`config.mk`:
```
export PLATFORM = sky130hd
export DESIGN_NAME = fun_div_cell
export DESIGN_NICKNAME = d
export VERILOG_FILES = /design/src/rtl/fun_pkg.sv /design/src/rtl/fun_div_cell.sv
export SDC_FILE = /design/constraint.sdc
export NUM_CORES = 1
export LEC_CHECK = 0
export BUFFER_PORTS_ARGS = -buffer_cell sky130_fd_sc_hd__buf_2
export CELL_PAD_IN_SITES_DETAIL_PLACEMENT = 1
export CELL_PAD_IN_SITES_GLOBAL_PLACEMENT = 1
export CORE_MARGIN = 5
export CORE_UTILIZATION = 30
export DETAILED_ROUTE_END_ITERATION = 12
export GPL_TIMING_DRIVEN = 1
export PLACE_DENSITY_LB_ADDON = 0.1
export RECOVER_POWER = 100
export SETUP_SLACK_MARGIN = 0.02
export SYNTH_ARGS = -nofsm -noshare
export SYNTH_HDL_FRONTEND = slang
export SYNTH_SLANG_ARGS = --single-unit
```
`constraint.sdc`:
```
create_clock -name clk -period 3.2 [get_ports clk]
set_input_delay 0.32 -clock clk [delete_from_list [all_inputs] [get_ports clk]]
set_output_delay 0.32 -clock clk [all_outputs]
set_load 0.01 [all_outputs]
```
`src/rtl/fun_pkg.sv`:
```
// Package for the face unit normal block: field widths and parameter defaults.
// Used by every module under rtl/.
package fun_pkg;

  localparam int FIELD_W               = 16;  // width of each vertex coordinate field
  localparam int OUT_W                 = 16;  // width of each normal component field
  localparam int COORD_WIDTH_DEF       = 16;
  localparam int NORMAL_FRAC_BITS_DEF  = 14;
  localparam int IN_TDATA_W            = 9 * FIELD_W;
  localparam int OUT_TDATA_W           = 3 * OUT_W;

  localparam logic [31:0] OUT_POS_MAX  = 32'd32767;
  localparam logic [31:0] OUT_NEG_MAX  = 32'd32768;

endpackage

```
`src/rtl/fun_div_cell.sv`:
```
// One quotient-bit cell of the pipelined divider, three components in parallel.
// Depends on fun_pkg.
module fun_div_cell import fun_pkg::*; #(
  parameter int RW = 2 * COORD_WIDTH_DEF + 2,
  parameter int QW = NORMAL_FRAC_BITS_DEF + 1
) (
  input  logic              clk,
  input  logic              rst,
  input  logic              en,
  input  logic              in_valid,
  input  logic [RW-1:0]     in_len,
  input  logic [3*(RW+1)-1:0] in_rem,
  input  logic [3*QW-1:0]   in_quo,
  input  logic [3:0]        in_flags,   // neg x, y, z, zero
  output logic              out_valid,
  output logic [RW-1:0]     out_len,
  output logic [3*(RW+1)-1:0] out_rem,
  output logic [3*QW-1:0]   out_quo,
  output logic [3:0]        out_flags
);

  logic [RW:0]   r    [3];
  logic [RW:0]   rsub [3];
  logic [QW-1:0] q    [3];
  logic          ge   [3];

  always_comb begin
    for (int j = 0; j < 3; j++) begin
      r[j]    = in_rem[j*(RW+1) +: RW+1];
      q[j]    = in_quo[j*QW +: QW];
      ge[j]   = r[j] >= {1'b0, in_len};
      rsub[j] = ge[j] ? r[j] - {1'b0, in_len} : r[j];
    end
  end

  always_ff @(posedge clk) begin
    if (rst) begin
      out_valid <= 1'b0;
    end else if (en) begin
      out_valid <= in_valid;
    end
  end

  always_ff @(posedge clk) begin
    if (en) begin
      out_len   <= in_len;
      out_flags <= in_flags;
      for (int j = 0; j < 3; j++) begin
        out_rem[j*(RW+1) +: RW+1] <= {rsub[j][RW-1:0], 1'b0};
        out_quo[j*QW +: QW]       <= {q[j][QW-2:0], ge[j]};
      end
    end
  end

endmodule

```
==> flow_summary.yaml <==
synth:
  mappedNetlistArea_mm2: 0.0122
  ys_seq_area_share_pct: 45.7
  synth-edff-count: 185
  avgSynthCellArea_um2: 11.0
  ys_ff_latch: 186
  netlist_instances: 1112
  synth-main-ff-cell: "edfxtp_1"
  yosysUniqueCellTypes: 72
  synth_top_area_share_pct: 45.5
  synthTopCellsByArea: "edfxtp_1 (46%), ha_1 (10%), a21oi_1 (5.8%)"
  synth_top_cell_by_area: "edfxtp_1"
  async_reset_ff_share_pct: 0
  yosys_warnings: 0
worst_setup_path:
  worstSetupPathType: "in -> reg"
  cp.arrival_ns: 3.31
  cpMaxStageDelayCell: "fa_1"
  crit_path_max_fanout: 4
  path_common_cell: "buf_4"
  critical_path_required_ns: 3.41
  path_cells: "buf_2 > clkinvlp_4 > buf_4 > fa_1 > a211oi_1 > o211ai_1 > a211o_1 > o41ai_4 > buf_4 > o31a_1 > o21bai_1 > a21oi_1 > xnor2_1 > mux2_2"
  critPathLaunchType: "input port"
  cpPeakStageDelay_ns: 0.46
  worstSetupEndpointType: "flop"
sta:
  slew_viol_final: 95
  finalClockSkew_ns: 0
  rsz0062_at_grt: "yes"
  fin_crit_ns: 3.10
  tightest_slew_ns: 1.74
  max_freq_ghz: 0.323
  final.setup.tns_ns: 0
  hold_viol: 0
  post-route-period-util_pct: 96.8
  fin_ws_ns: 0.103
  setup_violations: 0
  slew_headroom_pct: -15.9
final_layout:
  multi_input_area_mm2: 0.00630
  regArea_mm2: 0.00558
  finalNonFillerCells: 2188
  design_area_mm2: 0.0162
  syn_to_final_growth_pct: 32.5
  final_cell_mix: "clkbuf_1 (223), edfxtp_1 (185), buf_2 (159)"
  final_common_cell: "clkbuf_1"
  fin_nets: 1939
  fillers: 4769
  utilization_pct: 39.9
  drive_gt1_share_pct: 26.3
detailed_routing:
  drcViolationCount: 0
  drtPass1Iterations: 4
  routed_wl_mm: 44.5
  wl_per_cell_um: 20.4
  viasPerCell: 4.88
  final_antenna_net_count: 0
  num_vias: 10700
  drtIter0Drc: 479
clock_tree:
  htreeDepth: 4
  clk_path_buf_depth: 2
  cts_buffers: 17
  cts_root_buffer: "clkbuf_16"
  clock_latency_ns: 0.44
  clock-sinks: 186
  clk_pin_slew_ns: 0.08
  cts_tree: "done"
floorplan:
  pin_count: 381
  placementRows: 74
  die_x_um: 212
  die_area_mm2: 0.0448
  core_mm2: 0.0406
  start_util_pct: 30.1
  fp.dieH_um: 212
place:
  placed_cell_area_mm2: 0.0159
  pre_cts_ws_ns: -0.375
  dp_hpwl_mm: 37.4
  place_congestion: 0.835
  numPortBuffers: 374
  place_inst: 2152
run_status:
  outcome: "finished with violations"
  violations: "max-capacitance violations, max-slew violations"
global_route:
  grt_pass1_wl_mm: 65.7
  grt_max_degree: 66
  grt_usage_pct: 19.2
  use_met3_pct: 4.77
  grt-ovfl-total: 0
  grt_util_met1_pct: 23.4
  antenna_found_initial: 9
  first_global_vias: 11500
  top_usage_layer: "met2"
  grtUsageMet2_pct: 34.1
hold_path:
  hold_class: "in -> reg"
pwr:
  power_density_mw_per_mm2: 475
  vdd_drop_max_mv: 0.367
  p_leak_nw: 6.81
run:
  drv_cap: 2
-- Yosys cell counts, drive strengths merged, types with 4 or more instances --
library cell  instances
a211oi               12
a21o                 42
a21oi               142
a31o                  7
a31oi                11
and2                  4
and3                 13
buf                  14
clkbuf               18
edfxtp              185
ha                  102
inv                  60
mux2                 59
nand2                62
nand2b                9
nand3                21
nand4                13
nor2                 73
nor2b                10
nor3                 11
nor4                  5
o211ai               10
o21a                 10
o21ai                52
o21bai                9
o221ai                4
or3                   9
xnor2                63
xor2                 28
-- final timing paths --
| check | startpoint | slack, ns | endpoint | cells after the start |
|---|---|---|---|---|
| worst max-delay path | in_len[1] | 0.10 | out_rem[60] | 14 |
| worst min-delay path | in_quo[22] | 0.05 | out_quo[23] | 1 |
| worst max register to register | out_valid | 2.59 | out_valid | 2 |
| worst min register to register | out_valid | 0.52 | out_valid | 2 |
-- routing by layer --
layer / vias up / routed length (um)
li1: 5234 / -
met3: 48 / 2790
met2: 268 / 22000
met5: - / 86
met1: 5124 / 19000
met4: 14 / 731
-- cells by family after synthesis --
| group | synth area share, % |
|---|---|
| compound gates | 17.7 |
| xor+xnor | 6.53 |
| fa+ha+maj | 10.9 |
| buf+inv | 3.16 |
| flops | 45.7 |
| mux | 6.52 |
| other cells | 0.0307 |
| simple gates | 9.45 |
-- worst max-delay path, delay by kind of cell --
family,cells,cell delay [ns]
AO/OA/AOI/OAI,7,1.56
XOR/XNOR,1,0.08
buffers and inverters,4,0.64
adder cells (fa/ha/maj),1,0.46
multiplexers,1,0.26
-- state kept, by name, summed over array words and instances (netlist names) --
register,flops
out_rem,102
out_valid,1
out_len,34
out_quo,45
out_flags,4
-- repair_timing --
item                                    in CTS  in global routing
hold buffers                                 1                  0
gates resized for setup                      0                  7
endpoints found under the setup margin       0                 26
hold endpoints to repair                     1                  0
setup buffers                                0                  2
-- through the flow --
stage	total power [W]	hold WS, ns
5_1_grt	0.00813	0.00759
3_5_place_dp	0.00577	0.492
4_1_cts	0.00791	0.0000489
6_report	0.00769	0.0451
2_1_floorplan	0.00463	0.392
3_3_place_gp	0.00574	0.488
-- cell type report --
type                            instances  area share (%)
Antenna cell                            1          0.0155
Clock buffer                           18            2.65
Clock inverter                         14           0.727
Inverter                               60            1.42
Multi-Input combinational cell        836            38.9
Sequential cell                       186            34.5
Tap cell                              532            4.11
Timing Repair Buffer                  541            17.7
-- where the power goes --
part	internal [W]	switching (W)	leakage, nW
combinational	0.00111	0.00135	4.74
clock	0.00101	0.00105	0.253
sequential	0.00307	0.0000877	1.82
Power figures use the tool's default switching activity.
