**config.mk**
```make
export PLATFORM = sky130hd
export DESIGN_NAME = fun_sqrt_cell
export DESIGN_NICKNAME = d
export VERILOG_FILES = /design/src/rtl/fun_pkg.sv /design/src/rtl/fun_sqrt_cell.sv
export SDC_FILE = /design/constraint.sdc
export NUM_CORES = 1
export LEC_CHECK = 0
export BUFFER_PORTS_ARGS = -buffer_cell sky130_fd_sc_hd__buf_2
export CORE_ASPECT_RATIO = 0.75
export CORE_MARGIN = 5
export CORE_UTILIZATION = 50
export CTS_BUF_LIST = sky130_fd_sc_hd__clkbuf_8
export DETAILED_ROUTE_END_ITERATION = 10
export GPL_TIMING_DRIVEN = 0
export PLACE_DENSITY = 0.84
export SKIP_LAST_GASP = 1
export SLEW_MARGIN = 20
export SYNTH_ARGS = -nofsm -noshare
export SYNTH_HDL_FRONTEND = slang
export SYNTH_SLANG_ARGS = --single-unit
export TNS_END_PERCENT = 30
```
**constraint.sdc**
```tcl
create_clock -name clk -period 8.59 [get_ports clk]
set_input_delay 1.718 -clock clk [delete_from_list [all_inputs] [get_ports clk]]
set_output_delay 1.718 -clock clk [all_outputs]
set_load 0.005 [all_outputs]
```
**src/rtl/fun_pkg.sv**
```systemverilog
// Package for the face unit normal block: field widths and parameter defaults.
// Used by every module under rtl/.
package fun_pkg;

  localparam int FIELD_W               = 16;  // width of each vertex coordinate field
  localparam int OUT_W                 = 16;  // width of each normal component field
  localparam int COORD_WIDTH_DEF       = 16;
  localparam int NORMAL_FRAC_BITS_DEF  = 14;
  localparam int IN_TDATA_W            = 9 * FIELD_W;
  localparam int OUT_TDATA_W           = 3 * OUT_W;

  localparam logic [31:0] OUT_POS_MAX  = 32'd32767;
  localparam logic [31:0] OUT_NEG_MAX  = 32'd32768;

endpackage

```
**src/rtl/fun_sqrt_cell.sv**
```systemverilog
// One digit cell of the pipelined integer square root: settles one root bit.
// Carries side data along; depends on fun_pkg.
module fun_sqrt_cell import fun_pkg::*; #(
  parameter int RW    = 2 * COORD_WIDTH_DEF + 2,
  parameter int SIDEW = 1
) (
  input  logic              clk,
  input  logic              rst,
  input  logic              en,
  input  logic              in_valid,
  input  logic [2*RW-1:0]   in_rad,
  input  logic [RW:0]       in_rem,
  input  logic [RW-1:0]     in_root,
  input  logic [SIDEW-1:0]  in_side,
  output logic              out_valid,
  output logic [2*RW-1:0]   out_rad,
  output logic [RW:0]       out_rem,
  output logic [RW-1:0]     out_root,
  output logic [SIDEW-1:0]  out_side
);

  logic [RW+2:0] cur;
  logic [RW+2:0] trial;
  logic [RW+3:0] diff;
  logic          fits;

  always_comb begin
    cur   = {in_rem, in_rad[2*RW-1 -: 2]};
    trial = {1'b0, in_root, 2'b01};
    diff  = {1'b0, cur} - {1'b0, trial};
    fits  = !diff[RW+3];
  end

  always_ff @(posedge clk) begin
    if (rst) begin
      out_valid <= 1'b0;
    end else if (en) begin
      out_valid <= in_valid;
    end
  end

  always_ff @(posedge clk) begin
    if (en) begin
      out_rad  <= {in_rad[2*RW-3:0], 2'b00};
      out_rem  <= fits ? diff[RW:0] : cur[RW:0];
      out_root <= {in_root[RW-2:0], fits};
      out_side <= in_side;
    end
  end

endmodule

```
==> implementation parameters <==
Parameter                              Value

Outcome
  Run status ... finished clean

Critical path
  CP endpoint kind ... flop
  Critical path class ... primary input to flop
  Slowest-stage cell, CP ... o31ai_1
  Cell count of the worst reg-to-reg path ... 2
  Critical path peak fanout ... 7
  Destination of the worst register-to-register timing path ... out_valid
  Beginning of the critical path ... in_root[11]
  Worst setup path end ... out_rem[34]
  Flop2flop setup slack ... 8.00 ns
  CP Launch Type ... primary input
  Worst reg2reg startpoint ... out_valid
  Worst path max stage delay ... 0.65 ns
  Series of cell instances along the critical path ... buf_2, inv_1, ha_1, nand2_1, o21ai_0, nor2b_1, a21o_1, o31ai_1, a41oi_1, a21oi_1, xnor2_1, o21ai_1
  Arrival time of the worst setup path ... between 4 and 5 ns
  Data required time of the worst path ... slightly below 9 ns

Yosys
  Register bit total from synthesis ... 137
  Library cells used by synthesis ... 55
  Async SR Flop Fraction ... 0%
  Synth Area per Inst ... 12.7 µm²
  Summed instance area of the synthesized netlist ... between 6000 and 7000 µm²
  Cell count after synthesis ... 511
  Number of enable-type register cells in the synthesized netlist ... around 140
  Number of warnings reported in the yosys synthesis log ... 0
  Sequential-to-total area share from yosys stat ... 63.4%
  Flip-flop cell with the highest count after synthesis ... edfxtp_1

Die
  I/O pin count ... 281
  Chip Height ... 109 µm
  Die Wd ... 141 µm
  Effective utilization at floorplan ... 50.5%
  Placeable core region ... approximately 13000 µm²
  Area of the die ... 15400 µm²
  Site row count ... 36

STA
  Setup repair after global routing missed its margin ... no
  Number of setup violations in the final report ... 0
  Highest clock rate ... 244 MHz
  Max-slew violation count ... 0
  Worst-case clock skew ... 0 ns
  Slack of the critical path ... 4.48 ns
  Final setup TNS ... 0 ns
  Shortest clock period the worst path allows after layout ... between 4 and 5 ns
  Final Hold Violating Endpoints ... 0
  Slew headroom ... 53.2%
  Pin slew with the least headroom to its limit ... between 0.6 and 0.7 ns
  Fin crit share ... 47.8%

Clocking
  Root cell of the clock tree ... clkbuf_8
  Count of buffers added by post-CTS timing repair for setup ... 0
  Clock tree from TritonCTS ... done
  Number of gates resized after CTS ... 0
  Clk pin slew, worst setup/hold paths ... 0.08 ns
  H-tree levels ... 4
  Clock sinks ... ~140
  Hold-fix buffers at CTS ... 0
  Num CTS Buffers ... 17
  Later-pin clock latency in the skew report ... 0.43 ns
  Max Buffers Root-to-Sink ... 2

Placement
  Final Wtd Congestion ... roughly 0.8
  Placed cell area ... 8120 µm²
  Post-placement cell count ... just under 1000
  Port buffer count ... ~280
  Total half-perimeter wirelength after legalization and detailed placement ... 13900 µm
  Setup slack at placement ... 4.02 ns

Detailed routing
  Initial DRC Count ... 306
  Detailed-route DRC error count ... 0
  Remaining number of nets flagged by the antenna check after routing ... 0
  Vias after detailed routing ... just over 5000
  Average wire length per cell after detail routing ... 17.8 µm
  Vias per cell ... 5.19
  Number of optimization iterations in the first detailed-route pass ... 5
  Detailed-route wire length ... 17700 µm

Global route
  Maximum number of pins on one net before global-route repair ... 80
  Gr ovfl total ... 0
  Wire length of the first global-routing pass ... roughly 26000 µm
  Number of global-route vias before repair ... 4977
  Initial antenna violation count ... 1
  Global-route usage over all layers ... 22.6%

Power and ir drop
  Cell leakage power ... 3.86 nW
  Cell Pwr Density ... 197 nW/µm²
  Worst vdd ir ... 0.126 mV
  Design Power ... 0.00167 W

Layout
  Number of fillers in the final layout ... 958
  Post-Layout Cell Count ... 994
  Proportion of layout cells with a drive suffix above 1 ... roughly two fifths
  Area growth, synth to finish ... 31.3%
  Net count reported at finish ... between 900 and 1000
  Inserted Diodes ... 0
  Final cell area excluding filler cells ... 8510 µm²

Min path
  Path type of the worst min-delay path ... flop to flop
  Hold path cells ... 2

Flow run
  Max capacitance violation total ... 0
==> power by group <==
group	switching, W	internal (W)	leakage [nW]
sequential	0.0000156	0.000814	1.34
clock	0.000255	0.000259	0.203
combinational	0.000181	0.000148	2.31
==> layout make-up <==
| class | instances | area (µm²) | area share (%) |
|---|---|---|---|
| inverters | 41 | 154 | 1.81 |
| flip-flops and latches | 137 | 4100 | 48.2 |
| plain buffers | 14 | 85.1 | 1.00 |
| clock inverters | 15 | 153 | 1.79 |
| repair buffers | 279 | 1430 | 16.8 |
| well taps | 171 | 214 | 2.52 |
| multi-input cells | 320 | 2140 | 25.1 |
| clock buffers | 17 | 234 | 2.75 |
==> cells by family (layout without fill, tap and decap cells) <==
| logic type | after synthesis | after routing | share of synthesized area (%) |
|---|---|---|---|
| AO/OA/AOI/OAI | 139 | 139 | 13.7 |
| flip-flops | 137 | 137 | 63.4 |
| AND/OR/NAND/NOR | 109 | 109 | 7.59 |
| buffers and inverters | 55 | 366 | 3.69 |
| adder cells (fa/ha/maj) | 35 | 35 | 6.76 |
| XOR/XNOR | 33 | 33 | 4.46 |
| multiplexers | 2 | 2 | 0.386 |
| other | 1 | 2 | 0.0579 |
==> flip-flops by register name (all words and copies together) (netlist names) <==
name       cells
out_rad       66
out_rem       35
out_root      34
out_side       1
out_valid      1
==> metal layers <==
layer | wire (µm) | global-route usage [%] | part of all wire, %
met1 | 7060 | 27.7 | 40
met2 | 8820 | 39.0 | 50
met3 | 1580 | 7.78 | 8.9
met4 | 206 | 5.34 | 1.2
met5 | 20 | 0 | 0.11
==> how the worst min path moves through the flow <==
stage	start	to	slack, ns
after global routing	out_valid	out_valid	0.56
after floorplan	out_valid	out_valid	0.48
after CTS	out_valid	out_valid	0.52
final	out_valid	out_valid	0.51
after global placement	out_valid	out_valid	0.48
after detailed placement	out_valid	out_valid	0.50
==> through the flow <==
stage / hold slack [ns] / utilization [%]
after global placement: 0.475 / 63.0
after detailed placement: 0.495 / 63.3
after global routing: 0.561 / 66.3
after floorplan: 0.485 / -
after CTS: 0.516 / 66.3
final: 0.514 / 66.3
==> Yosys cell counts (7+ instances only) <==
library cell,number,area share (%)
edfxtp_1,136,63
xnor2_1,18,2.4
nor3_1,7,0.54
nor2_1,19,1.1
nand2_1,54,3.1
o21ai_1,33,2.5
a21oi_1,32,2.5
xor2_1,15,2.0
a21o_1,17,2.0
o21ai_0,18,1.4
inv_1,40,2.3
ha_1,35,6.8
==> worst max-delay path: cells and delay by family <==
family,cells,cell delay [ns]
compound gates,6,1.74
xor+xnor,1,0.14
buf+inv,2,0.13
fa+ha+maj,1,0.42
simple gates,2,0.16
==> cells in the final DEF (no fill, tap or decap), types with 18 or more instances in the layout <==
| cell type | n |
|---|---|
| a21oi_1 | 32 |
| buf_2 | 278 |
| edfxtp_1 | 136 |
| ha_1 | 35 |
| inv_1 | 43 |
| nand2_1 | 54 |
| nor2_1 | 19 |
| o21ai_0 | 18 |
| o21ai_1 | 33 |
| xnor2_1 | 18 |
(Power assumes the default switching activity.)
